$ cat config.mk
export PLATFORM = sky130hd
export DESIGN_NAME = step_dir_pulse_generator_unit
export DESIGN_NICKNAME = d
export VERILOG_FILES = /design/src/sv/sdpg_pkg.sv /design/src/sv/sdpg_ctrl.sv /design/src/sv/sdpg_dpath.sv /design/src/sv/step_dir_pulse_generator_unit.sv
export SDC_FILE = /design/constraint.sdc
export NUM_CORES = 1
export LEC_CHECK = 0
export BUFFER_PORTS_ARGS = -buffer_cell sky130_fd_sc_hd__buf_4
export CORE_MARGIN = 4
export CORE_UTILIZATION = 40
export DETAILED_ROUTE_END_ITERATION = 8
export PLACE_DENSITY = 0.56
export SLEW_MARGIN = 5
export SYNTH_ARGS = -nofsm -noshare
export SYNTH_HDL_FRONTEND = slang
export SYNTH_SLANG_ARGS = --single-unit
$ cat constraint.sdc
create_clock -name clk -period 5.2 [get_ports clk]
set_clock_uncertainty 0.15 [all_clocks]
set_input_delay 0.78 -clock clk [delete_from_list [all_inputs] [get_ports clk]]
set_output_delay 0.78 -clock clk [all_outputs]
set_load 0.005 [all_outputs]
$ cat src/sv/sdpg_pkg.sv
`default_nettype none
package sdpg_pkg;

	localparam int unsigned STEP_W   = 32;
	localparam int unsigned RATE_W   = 20;
	localparam int unsigned CAP_W    = 14;
	localparam int unsigned PULSE_W  = 7;
	localparam int unsigned IN_W     = 56;  // step_count, direction, rate_hz, zero fill
	localparam int unsigned OUT_W    = 40;  // six result fields, zero fill
	localparam int unsigned KIND_W   = 3;

	localparam logic [CAP_W-1:0]   MAX_RATE_RESET = CAP_W'(3000);
	localparam logic [RATE_W-1:0]  TICKS_PER_SEC  = RATE_W'(1000000);
	localparam logic [PULSE_W-1:0] PULSE_TICKS    = PULSE_W'(50);

	// restoring divider: one quotient bit per cycle
	localparam int unsigned DIV_BITS  = RATE_W;
	localparam int unsigned DIV_CNT_W = $clog2(DIV_BITS);
	localparam logic [DIV_CNT_W-1:0] DIV_LAST = DIV_CNT_W'(DIV_BITS - 1);

	localparam logic [KIND_W-1:0] KIND_TICK = 3'd0;
	localparam logic [KIND_W-1:0] KIND_RUN  = 3'd1;
	localparam logic [KIND_W-1:0] KIND_JOG  = 3'd2;
	localparam logic [KIND_W-1:0] KIND_HOLD = 3'd3;
	localparam logic [KIND_W-1:0] KIND_STOP = 3'd4;

	typedef enum logic [2:0] {
		ST_IDLE,
		ST_DECODE,
		ST_DIV,
		ST_EXEC,
		ST_RESP
	} sdpg_state_t;

	typedef struct packed {
		logic latch;
		logic div_start;
		logic div_step;
		logic do_tick;
		logic do_hold;
		logic do_stop;
		logic do_begin;
		logic out_load;
	} sdpg_cmd_t;

	typedef struct packed {
		logic [KIND_W-1:0] kind;
		logic              cmd_ok;
		logic              div_done;
	} sdpg_stat_t;

endpackage
`default_nettype wire

$ cat src/sv/sdpg_ctrl.sv
`default_nettype none
module sdpg_ctrl (
	input  wire logic              clk,
	input  wire logic              arst_n,
	input  wire logic              in_valid,
	output logic                   in_ready,
	output logic                   out_valid,
	input  wire logic              out_ready,
	input  wire sdpg_pkg::sdpg_stat_t stat,
	output sdpg_pkg::sdpg_cmd_t    cmd
);
	import sdpg_pkg::*;

	sdpg_state_t state_q, state_d;
	logic        out_valid_q;
	logic        out_free;

	assign out_free  = !out_valid_q || out_ready;
	assign out_valid = out_valid_q;

	always_ff @(posedge clk or negedge arst_n) begin
		if (!arst_n) begin
			state_q     <= ST_IDLE;
			out_valid_q <= 1'b0;
		end else begin
			state_q <= state_d;
			if (cmd.out_load)
				out_valid_q <= 1'b1;
			else if (out_ready)
				out_valid_q <= 1'b0;
		end
	end

	always_comb begin
		state_d  = state_q;
		cmd      = '0;
		in_ready = 1'b0;
		unique case (state_q)
			ST_IDLE: begin
				in_ready = 1'b1;
				if (in_valid) begin
					cmd.latch = 1'b1;
					state_d   = ST_DECODE;
				end
			end
			ST_DECODE: begin
				state_d = ST_RESP;
				unique case (stat.kind)
					KIND_TICK: cmd.do_tick = 1'b1;
					KIND_RUN, KIND_JOG: begin
						if (stat.cmd_ok) begin
							cmd.div_start = 1'b1;
							state_d       = ST_DIV;
						end
					end
					KIND_HOLD: cmd.do_hold = 1'b1;
					KIND_STOP: cmd.do_stop = 1'b1;
					default: ;  // unused kinds answer like a rejected command
				endcase
			end
			ST_DIV: begin
				cmd.div_step = 1'b1;
				if (stat.div_done)
					state_d = ST_EXEC;
			end
			ST_EXEC: begin
				cmd.do_begin = 1'b1;
				state_d      = ST_RESP;
			end
			ST_RESP: begin
				if (out_free) begin
					cmd.out_load = 1'b1;
					state_d      = ST_IDLE;
				end
			end
			default: state_d = ST_IDLE;
		endcase
	end

	// a result never overwrites one still waiting to be taken
	a_load_free: assert property (@(posedge clk) disable iff (!arst_n)
		cmd.out_load |-> (!out_valid_q || out_ready))
		else $error("result loaded over a pending transaction");

	// one item at a time: no accept until its result is loaded
	a_one_item: assert property (@(posedge clk) disable iff (!arst_n)
		(in_valid && in_ready) |=> !in_ready)
		else $error("input accepted while an item is in progress");

	// motion only begins after a divide that was started
	a_begin_after_div: assert property (@(posedge clk) disable iff (!arst_n)
		cmd.do_begin |-> $past(cmd.div_step) && $past(stat.div_done))
		else $error("motion begun without a finished divide");

endmodule
`default_nettype wire

$ cat src/sv/sdpg_dpath.sv
`default_nettype none
module sdpg_dpath (
	input  wire logic                               clk,
	input  wire logic                               arst_n,
	input  wire sdpg_pkg::sdpg_cmd_t                cmd,
	input  wire logic [sdpg_pkg::IN_W-1:0]          in_data,
	input  wire logic [sdpg_pkg::KIND_W-1:0]        in_kind,
	input  wire logic                               cfg_we,
	input  wire logic [sdpg_pkg::CAP_W-1:0]         cfg_wdata,
	output sdpg_pkg::sdpg_stat_t                    stat,
	output logic [sdpg_pkg::OUT_W-1:0]              out_data
);
	import sdpg_pkg::*;

	// latched item
	logic [KIND_W-1:0] kind_q;
	logic [STEP_W-1:0] steps_q;
	logic              dir_in_q;
	logic [RATE_W-1:0] rate_q;

	logic [CAP_W-1:0]  max_rate_q;

	// divider
	logic [CAP_W-1:0]     divisor_q;
	logic [CAP_W-1:0]     rem_q;
	logic [RATE_W-1:0]    dvd_q;
	logic [DIV_CNT_W-1:0] div_cnt_q;
	logic [CAP_W:0]       shifted;
	logic                 ge;
	logic [CAP_W:0]       diff;
	logic [CAP_W-1:0]     cap;
	logic [CAP_W-1:0]     clamped;

	// motion state
	logic               active_q, continuous_q, dir_out_q, led_out_q, ok_q;
	logic [STEP_W-1:0]  remaining_q, done_q;
	logic [RATE_W-1:0]  period_q, until_q;
	logic [PULSE_W-1:0] pulse_q;

	logic [PULSE_W-1:0] pulse_dec;
	logic [STEP_W-1:0]  rem_dec;
	logic [RATE_W-1:0]  quotient;

	assign stat.kind     = kind_q;
	assign stat.cmd_ok   = (rate_q != '0) &&
		((kind_q == KIND_JOG) || ((kind_q == KIND_RUN) && (steps_q != '0)));
	assign stat.div_done = (div_cnt_q == '0);

	assign cap     = (max_rate_q != '0) ? max_rate_q : MAX_RATE_RESET;
	assign clamped = (rate_q > {{(RATE_W-CAP_W){1'b0}}, cap}) ? cap : rate_q[CAP_W-1:0];

	assign shifted = {rem_q, dvd_q[RATE_W-1]};
	assign ge      = shifted >= {1'b0, divisor_q};
	assign diff    = shifted - {1'b0, divisor_q};
	assign quotient = (dvd_q == '0) ? RATE_W'(1) : dvd_q;

	assign pulse_dec = (pulse_q != '0) ? pulse_q - PULSE_W'(1) : pulse_q;
	assign rem_dec   = (remaining_q != '0) ? remaining_q - STEP_W'(1) : remaining_q;

	always_ff @(posedge clk) begin
		if (cmd.latch) begin
			kind_q   <= in_kind;
			steps_q  <= in_data[STEP_W-1:0];
			dir_in_q <= in_data[STEP_W];
			rate_q   <= in_data[STEP_W+RATE_W:STEP_W+1];
		end
		if (cmd.div_start) begin
			divisor_q <= clamped;
			rem_q     <= '0;
			dvd_q     <= TICKS_PER_SEC;
			div_cnt_q <= DIV_LAST;
		end else if (cmd.div_step) begin
			rem_q     <= ge ? diff[CAP_W-1:0] : shifted[CAP_W-1:0];
			dvd_q     <= {dvd_q[RATE_W-2:0], ge};
			div_cnt_q <= div_cnt_q - DIV_CNT_W'(1);
		end
		if (cmd.out_load)
			out_data <= {{(OUT_W-STEP_W-5){1'b0}}, ok_q, done_q, active_q,
				led_out_q, dir_out_q, (pulse_q != '0)};
	end

	always_ff @(posedge clk or negedge arst_n) begin
		if (!arst_n) begin
			max_rate_q   <= MAX_RATE_RESET;
			active_q     <= 1'b0;
			continuous_q <= 1'b0;
			remaining_q  <= '0;
			done_q       <= '0;
			period_q     <= '0;
			until_q      <= '0;
			pulse_q      <= '0;
			dir_out_q    <= 1'b0;
			led_out_q    <= 1'b0;
			ok_q         <= 1'b0;
		end else begin
			if (cfg_we)
				max_rate_q <= cfg_wdata;
			if (cmd.latch) begin
				ok_q <= 1'b0;
			end else if (cmd.do_tick) begin
				pulse_q <= pulse_dec;
				if (active_q) begin
					if (until_q != '0) begin
						until_q <= until_q - RATE_W'(1);
					end else begin
						pulse_q <= PULSE_TICKS;
						until_q <= period_q - RATE_W'(1);
						done_q  <= done_q + STEP_W'(1);
						if (!continuous_q) begin
							remaining_q <= rem_dec;
							if (rem_dec == '0) begin
								active_q  <= 1'b0;
								led_out_q <= 1'b0;
							end
						end
					end
				end
			end else if (cmd.do_hold || cmd.do_stop) begin
				active_q     <= 1'b0;
				continuous_q <= 1'b0;
				remaining_q  <= '0;
				period_q     <= '0;
				until_q      <= '0;
				pulse_q      <= '0;
				dir_out_q    <= cmd.do_hold & dir_in_q;
				led_out_q    <= cmd.do_hold & dir_in_q;
			end else if (cmd.do_begin) begin
				active_q     <= 1'b1;
				continuous_q <= (kind_q == KIND_JOG);
				remaining_q  <= (kind_q == KIND_JOG) ? '0 : steps_q;
				period_q     <= quotient;
				until_q      <= '0;
				pulse_q      <= '0;
				done_q       <= '0;
				dir_out_q    <= dir_in_q;
				led_out_q    <= 1'b1;
				ok_q         <= 1'b1;
			end
		end
	end

endmodule
`default_nettype wire

$ cat src/sv/step_dir_pulse_generator_unit.sv
`default_nettype none
// channel   dir  handshake                    payload
// s_axis    in   s_axis_tvalid/s_axis_tready  tdata: step_count, direction, rate_hz; tuser: kind
// m_axis    out  m_axis_tvalid/m_axis_tready  tdata: step, dir, led, busy, completed, accepted
// cfg       in   cfg_we                       cfg_wdata: max_rate_hz
//
// One item in flight at a time. Tick, hold, stop and rejected commands go from
// accept through decode to the response state; an accepted run or jog also passes
// through the restoring divider that forms the step period and an execute state.
// arst_n clears all motion state and loads max_rate_hz with 3000.
// A result waiting on m_axis_tready does not block the next accept; the block
// stalls in its response state only when the output register is full and m_axis_tready is low.
module step_dir_pulse_generator_unit (
	input  wire logic                          clk,
	input  wire logic                          arst_n,
	input  wire logic                          s_axis_tvalid,
	output logic                               s_axis_tready,
	// [31:0] step_count, [32] direction, [52:33] rate_hz, [55:53] zero
	input  wire logic [sdpg_pkg::IN_W-1:0]     s_axis_tdata,
	// [2:0] kind
	input  wire logic [sdpg_pkg::KIND_W-1:0]   s_axis_tuser,
	output logic                               m_axis_tvalid,
	input  wire logic                          m_axis_tready,
	// [0] step_level, [1] dir_level, [2] led_level, [3] busy_res,
	// [35:4] completed, [36] accepted, [39:37] zero
	output logic [sdpg_pkg::OUT_W-1:0]         m_axis_tdata,
	input  wire logic                          cfg_we,
	input  wire logic [sdpg_pkg::CAP_W-1:0]    cfg_wdata
);
	import sdpg_pkg::*;

	sdpg_cmd_t  cmd;
	sdpg_stat_t stat;

	sdpg_ctrl u_ctrl (
		.clk       (clk),
		.arst_n    (arst_n),
		.in_valid  (s_axis_tvalid),
		.in_ready  (s_axis_tready),
		.out_valid (m_axis_tvalid),
		.out_ready (m_axis_tready),
		.stat      (stat),
		.cmd       (cmd)
	);

	sdpg_dpath u_dpath (
		.clk       (clk),
		.arst_n    (arst_n),
		.cmd       (cmd),
		.in_data   (s_axis_tdata),
		.in_kind   (s_axis_tuser),
		.cfg_we    (cfg_we),
		.cfg_wdata (cfg_wdata),
		.stat      (stat),
		.out_data  (m_axis_tdata)
	);

endmodule
`default_nettype wire
==> summary.txt, run 1 <==
Outcome
  • Status: complete, no violations

Detailed routing
  • WL/cell: 17.72 µm
  • Initial DRC count: around 700
  • Via Count: 11000
  • Post-route ant nets: 0
  • Routed WL: approximately 35 mm
  • Via/cell ratio: about 5.5
  • Drt first pass iters: 5
  • Drt drc: 0

Pwr
  • Clock power frac: between 20% and 30%
  • Pwr Density: 648.0 mW/mm²
  • NetSw: 4.371 mW
  • Sw Share: between 40% and 50%
  • Seq pwr share: about a third
  • Logic gate share of total power: a little over two fifths
  • Internal Power: between 6 and 7 mW
  • Final Power: 10.58 mW
  • Maximum vdd ir drop: 445.4 µV
  • Lkg Pwr: 6.677 nW

Timing
  • Endpoints failing hold: 0
  • Final worst path period need: roughly 3.9 ns
  • Worst-Margin Slew: 1.005 ns
  • RSZ-0062 raised after global routing: no
  • Setup_tns: 0 ns
  • Finish-stage setup viols: 0
  • Max-slew headroom: 32.75%
  • Peak Freq: 253.8 MHz
  • Max-slew violation count: 0
  • Crit share post-route: 75.77%

Synthesis
  • Mux share of post-synthesis cell area: around 2.4%
  • Synth Area in Simple Gates: around 18%
  • Post-synth top area cell: edfxtp_1
  • Yosys cell types: 77
  • Largest family of logic cells by synthesized area: simple AND/OR/NAND/NOR gates
  • Largest cells by area after synthesis: edfxtp_1, dfrtp_1, dfxtp_1
  • Most common cell in the netlist: nand2_1
  • Post-synthesis compound-gate area fraction: 16.55%
  • Xor and xnor fraction of the mapped netlist area: 2.835%
  • Post-synth EDFFs: 107
  • Asr flop ratio synth: 47.86%
  • Register area share after synthesis: roughly 53%
  • Cells after synthesis: between 1000 and 1500
  • Ys Warns: 0
  • #FFs+latches synth: 280
  • Cell area after synthesis: 0.01390 mm²
  • Top FF cell, synth: dfrtp_1
  • Yosys top cell area share: 23.11%
  • Synth top cells by count: nand2_1, o21ai_0, dfrtp_1, nor2_1, edfxtp_1
  • Avg Inst Size Synth: 9.867 µm²
  • Adder-cell share of the synthesized area: about 3.2%

Critical path
  • Worst Path Buf+Inv: 2
  • CP dominant cell by count: a21o_1
  • Critical-path cell list: or4_1 -> nor4_1 -> buf_4 -> nor2_1 -> ha_1 -> a21o_1 -> a21o_1 -> a21o_1 -> a21o_1 -> a21oi_1 -> o21ai_0 -> a31oi_1 -> buf_4 -> mux2_2
  • Largest fanout on the critical path: 14
  • Crit path required time: 5.34 ns
  • CP top delay family: compound AO/OA/AOI/OAI gates
  • Arr. time, crit path: 4.08 ns
  • Crit. End Element: register
  • CP max stage delay: 0.52 ns
  • Slowest library cell on the worst path: or4_1
  • Startpoint types: register
  • Critical path type: register to register

GRT
  • Gr ovfl total: 0
  • Largest net degree at the start of global routing: 98
  • GRT Total Usage: 18.03%
  • Initial antenna violation count: 0
  • Vias in the first global route: 10710
  • First-pass GRT wire length: 57.35 mm

Place
  • Dpl hpwl: 24.17 mm
  • # port buffers: 113
  • GP Congestion: 0.9074

Cells and area
  • Share of cells above drive strength 1: 14.96%
  • Final net count: around 1600
  • Layout area overhead: 17.42%
  • Fill count: 3256
  • Ant. Diodes: 0

CTS
  • Skew-Pair Late Insertion Delay: 0.57 ns
  • CTS max path bufs: 3
  • Num CTS Buffers: 31
  • Clock sink total: 280
  • # H-tree levels: 1
  • CTS tree: built
  • Post-CTS setup buffers: 0
  • Post-CTS sizing: 0
  • Worst-path clk slew: 0.06 ns
  • CTS root buffer: clkbuf_16
  • CTS Hold Buffers Added: 0

Hold path
  • Worst Hold Class: input pin to async pin

Floorplanning
  • Die X: 194.4 µm
  • Starting Density: 40.44%
  • IO Pins: 120
  • Number of cell rows: 68
  • Core area: 0.03437 mm²
  • Die ar.: approximately 0.038 mm²
  • Chip height: 194.4 µm

Run
  • Reported max-cap violation count: 0
-- per-layer routing --
layer	up-vias	GRT usage [%]	wire [µm]
li1	5372	-	-
met3	60	3.241	1944
met5	-	0	0
met1	5293	25.54	16420
met2	274	28.70	15980
met4	0	4.870	850
-- registers in the layout, summed over array words and instances (netlist names), 7 cells and up --
register             cells
u_dpath.out_data        37
u_dpath.done_q          32
u_dpath.remaining_q     32
u_dpath.steps_q         32
u_dpath.dvd_q           20
u_dpath.period_q        20
u_dpath.rate_q          20
u_dpath.until_q         20
u_dpath.divisor_q       14
u_dpath.max_rate_q      14
u_dpath.rem_q           14
u_dpath.pulse_q          7
-- cell families after synthesis --
family,after synthesis
XOR/XNOR,45
AO/OA/AOI/OAI,368
other,1
adder cells (fa/ha/maj),35
buffers and inverters,134
multiplexers,31
AND/OR/NAND/NOR,515
flip-flops,280
-- metrics by stage --
stage / utilization, % / hold slack [ns] / cells / worst slack [ns] / area, µm²
after global routing: 47.49 / 0.2082 / 1986 / 1.079 / 16320
final: 47.49 / 0.1734 / 1986 / 1.260 / 16320
after detailed placement: 44.29 / 0.2985 / 1928 / 1.331 / 15220
after global placement: 44.29 / 0.2938 / 1928 / 1.369 / 15220
after floorplan: - / 0.2731 / 1411 / 0.8252 / 13910
after CTS: 47.49 / 0.2064 / 1986 / 1.309 / 16320
-- power by group through the flow --
| stage | clock network [mW] | registers, mW | logic [mW] |
|---|---|---|---|
| after floorplan | 0 | 3.40 | 3.48 |
| after global placement | 0 | 3.63 | 4.50 |
| after detailed placement | 0 | 3.64 | 4.58 |
| after CTS | 2.42 | 3.60 | 4.60 |
| after global routing | 2.51 | 3.70 | 5.18 |
| final | 2.35 | 3.61 | 4.62 |
-- worst reg2reg max path, cell delays in order (launching register included) --
cell and delay, ns:
dfrtp_1 0.39, or4_1 0.52, nor4_1 0.24, buf_4 0.20, nor2_1 0.07, ha_1 0.29
a21o_1 0.18, a21o_1 0.17, a21o_1 0.18, a21o_1 0.17, a21oi_1 0.18, o21ai_0 0.12
a31oi_1 0.20, buf_4 0.26, mux2_2 0.37
-- area by class of cell --
class | instances | area (µm²) | share of cell area (%)
multi-input cells | 997 | 6063 | 37.14
well taps | 455 | 569.3 | 3.487
flip-flops and latches | 280 | 7356 | 45.06
inverters | 64 | 240.2 | 1.472
repair buffers | 132 | 994.7 | 6.093
clock inverters | 24 | 304.0 | 1.863
clock buffers | 34 | 797.0 | 4.882
-- cell usage in the layout, fill, tap and decap left out, types with 7 or more instances in the layout --
| cell | count |
|---|---|
| nor4_1 | 37 |
| buf_4 | 131 |
| xor2_1 | 28 |
| nand2_1 | 153 |
| a31oi_1 | 16 |
| and4_1 | 9 |
| o22ai_1 | 13 |
| nand4_1 | 21 |
| bufinv_16 | 7 |
| clkinv_2 | 7 |
| ha_1 | 34 |
| a21oi_1 | 77 |
| nand2b_1 | 9 |
| nor2_1 | 116 |
| and3_1 | 19 |
| xnor2_1 | 17 |
| nand3_1 | 38 |
| and2_1 | 7 |
| o21ai_0 | 138 |
| inv_1 | 63 |
| mux2i_1 | 16 |
| or4_1 | 11 |
| dfxtp_1 | 39 |
| a211oi_1 | 13 |
| clkbuf_16 | 31 |
| dfstp_2 | 7 |
| a32oi_1 | 7 |
| edfxtp_1 | 107 |
| nor3_1 | 42 |
| mux2_2 | 15 |
| a21o_1 | 17 |
| a22o_1 | 18 |
| or3_1 | 15 |
| nor2b_1 | 9 |
| o31ai_1 | 10 |
| dfrtp_1 | 127 |
-- worst paths after layout --
check                           slack (ns)                    to  cells past startpoint              startpoint
min in group clk                      0.23    u_dpath.steps_q[6]                      1         s_axis_tdata[6]
worst min register to register        0.32  u_dpath.out_data[36]                      0            u_dpath.ok_q
worst max register to register        1.26  u_dpath.divisor_q[6]                     14  u_dpath.max_rate_q[12]
worst min-delay path                  0.17    u_dpath.done_q[14]                      1                  arst_n
max in group asynchronous             3.59     u_ctrl.state_q[0]                      2                  arst_n
worst max-delay path                  1.26  u_dpath.divisor_q[6]                     14  u_dpath.max_rate_q[12]
Note: power is estimated with default switching activity, not from simulation.
==> run 2, diff against run 1 <==
- clock period: 5.2 -> 4 ns (I/O delays scaled with it)
==> run 2 against run 1 <==
Against the previous run:
- sequential share of layout area barely moved
- sequential cell count did not move
- final area barely moved
- utilization barely moved
- routed wire length rose by 0.69%
- clock-buffer cell count rose by 2
- worst hold slack got worse by 0.12 ns
- critical path type unchanged
- largest cell class unchanged
- largest power group unchanged
==> summary.txt, run 2 (synthesis results as in run 1) <==
Pwr
  • Pwr Density: 823.1 mW/mm² (+27%)
  • Maximum vdd ir drop: 521.0 µV (+17%)
  • Final Power: 13.44 mW (+27%)
  • Lkg Pwr: 6.683 nW (about the same)

Detailed routing
  • Initial DRC count: 831 (+21%)
  • Drt first pass iters: 6 (+1)
  • WL/cell: 17.74 µm (+0.14%)
  • Routed WL: 35.44 mm (+0.69%)
  • Post-route ant nets: 0 (unchanged)
  • Via Count: 11040 (+0.38%)
  • Drt drc: 0 (unchanged)
  • Via/cell ratio: 5.529 (-0.17%)

Place
  • # port buffers: 113 (unchanged)
  • GP Congestion: 0.9303 (+2.5%)
  • Placed cell count: 1938 (+0.52%)
  • Post-place setup slack: 0.2493 ns (-1.082 ns)
  • Dpl hpwl: 24.78 mm (+2.5%)
  • Area post-placement: 0.01533 mm² (+0.67%)

GRT
  • Largest net degree at the start of global routing: 84 (-14%)
  • Initial antenna violation count: 0 (unchanged)
  • First-pass GRT wire length: 58.40 mm (+1.8%)
  • GRT Total Usage: 18.31% (+0.28 points)
  • Gr ovfl total: 0 (unchanged)
  • Vias in the first global route: 10890 (+1.7%)

CTS
  • Post-CTS setup buffers: 0 (unchanged)
  • Post-CTS sizing: 0 (unchanged)
  • CTS root buffer: clkbuf_16
  • Clock sink total: 280 (unchanged)
  • # H-tree levels: 1 (unchanged)
  • CTS Hold Buffers Added: 1 (+1)
  • CTS max path bufs: 3 (unchanged)
  • CTS tree: built
  • Skew-Pair Late Insertion Delay: 0.57 ns (about the same)
  • Num CTS Buffers: 31 (unchanged)
  • Worst-path clk slew: 0.06 ns (about the same)

Timing
  • Max-slew violation count: 0 (unchanged)
  • Peak Freq: 265.4 MHz (+4.6%)
  • Hold WS: 0.05147 ns (-0.1219 ns)
  • Final worst path period need: 3.768 ns (-0.1715 ns)
  • RSZ-0062 raised after global routing: no
  • Endpoints failing hold: 0 (unchanged)
  • Final worst slack: 0.2315 ns (-1.029 ns)
  • Finish-stage setup viols: 0 (unchanged)
  • Setup_tns: 0 ns (unchanged)
  • Crit share post-route: 94.21% (+18 points)
  • Worst-Margin Slew: 0.8860 ns (-0.1190 ns)
  • Max-slew headroom: 39.41% (+6.7 points)

Cells and area
  • Final net count: 1630 (+0.68%)
  • Ant. Diodes: 0 (unchanged)
  • Design Area, Final: 0.01633 mm² (about the same)
  • Most common cell after layout, fill and taps aside: nand2_1
  • Layout area overhead: 17.49% (about the same)
  • Share of cells above drive strength 1: 15.30% (+0.35 points)
  • Finished Layout Cells: 1997 (+0.55%)
  • Most frequent cells in the layout: nand2_1, buf_4, o21ai_0, dfrtp_1, nor2_1
  • Biggest register: u_dpath.out_data
  • Fill count: 3258 (+0.061%)
  • Max FFs per register: 37 (unchanged)
  • Post-route core utilization: 47.52% (about the same)

Critical path
  • Largest fanout on the critical path: 14 (unchanged)
  • Worst Setup EP: u_dpath.divisor_q[13]
  • Startpoint types: register
  • CP top delay family: compound AO/OA/AOI/OAI gates
  • R2R setup slack: 0.23 ns (-1.03 ns)
  • Critical path type: register to register
  • Crit path required time: 4.15 ns (-1.19 ns)
  • Worst R2R Path Depth: 14 (unchanged)
  • CP dominant cell by count: a21o_1
  • Slowest library cell on the worst path: or4_1
  • Critical-path cell list: or4_1 -> nor4_4 -> buf_4 -> nor2_1 -> ha_1 -> a21o_1 -> a21o_1 -> a21o_1 -> a21o_1 -> a21oi_1 -> o21ai_0 -> a31oi_1 -> buf_4 -> mux2_2
  • Worst Path Buf+Inv: 2 (unchanged)
  • WP depth: 14 (unchanged)
  • R2r startpoint: u_dpath.max_rate_q[12]
  • CP max stage delay: 0.58 ns (+0.06 ns)
  • Crit. End Element: register
  • Crit path launch: u_dpath.max_rate_q[12]
  • Arr. time, crit path: 3.92 ns (-0.16 ns)
  • RR Endpoint: u_dpath.divisor_q[13]

Floorplanning
  • Die X: 194.4 µm (unchanged)
  • Die ar.: 0.03780 mm² (unchanged)
  • Starting Density: 40.44% (unchanged)
  • Number of cell rows: 68 (unchanged)
  • Core area: 0.03437 mm² (unchanged)
  • Chip height: 194.4 µm (unchanged)
  • IO Pins: 120 (unchanged)

Hold path
  • Worst Hold Class: input pin to register
  • Worst Hold Launch: s_axis_tdata[2]

Run
  • Reported max-cap violation count: 0 (unchanged)

Outcome
  • Status: complete, no violations
run 2: changes by cell type in the layout (fill, tap and decap cells not counted), moves of 2 or more:
| cell | previous run | this run |
|---|---|---|
| bufinv_16 | 7 | 3 |
| buf_4 | 131 | 140 |
| inv_6 | 1 | 3 |
| clkinv_2 | 7 | 5 |
| clkbuf_1 | 2 | 5 |
run 2: area by class of cell:
cell class	instances	area [µm²]	share of cell area [%]
inverters	64	240.2	1.471
clock inverters	22	202.7	1.241
clock buffers	36	794.5	4.864
repair buffers	143	1092	6.688
well taps	455	569.3	3.486
flip-flops and latches	280	7356	45.04
multi-input cells	997	6078	37.21
run 2: worst min path at each step:
stage | cells after the start | endpoint | slack, ns
2_1_floorplan | 0 | u_ctrl.out_valid | 0.15
3_3_place_gp | 0 | u_dpath.out_data[36] | 0.28
3_5_place_dp | 0 | u_dpath.out_data[36] | 0.29
4_1_cts | 1 | u_dpath.steps_q[1] | 0.03
5_1_grt | 1 | u_dpath.steps_q[11] | 0.04
6_report | 1 | u_dpath.steps_q[2] | 0.05
run 2: routing by layer:
layer | track usage (%) | share of wire (%) | up-vias
met5 | 0 | 0 | -
met4 | 4.661 | 2.0 | 0
met3 | 3.155 | 5.1 | 60
met2 | 29.23 | 46 | 282
met1 | 26.09 | 47 | 5290
li1 | - | - | 5409
run 2: report_power, final:
group	leakage (nW)	switching, mW	internal [mW]
clock network	0.478	1.18	1.62
registers	3.10	0.813	3.88
logic	3.10	3.64	2.32
total	6.68	5.63	7.81
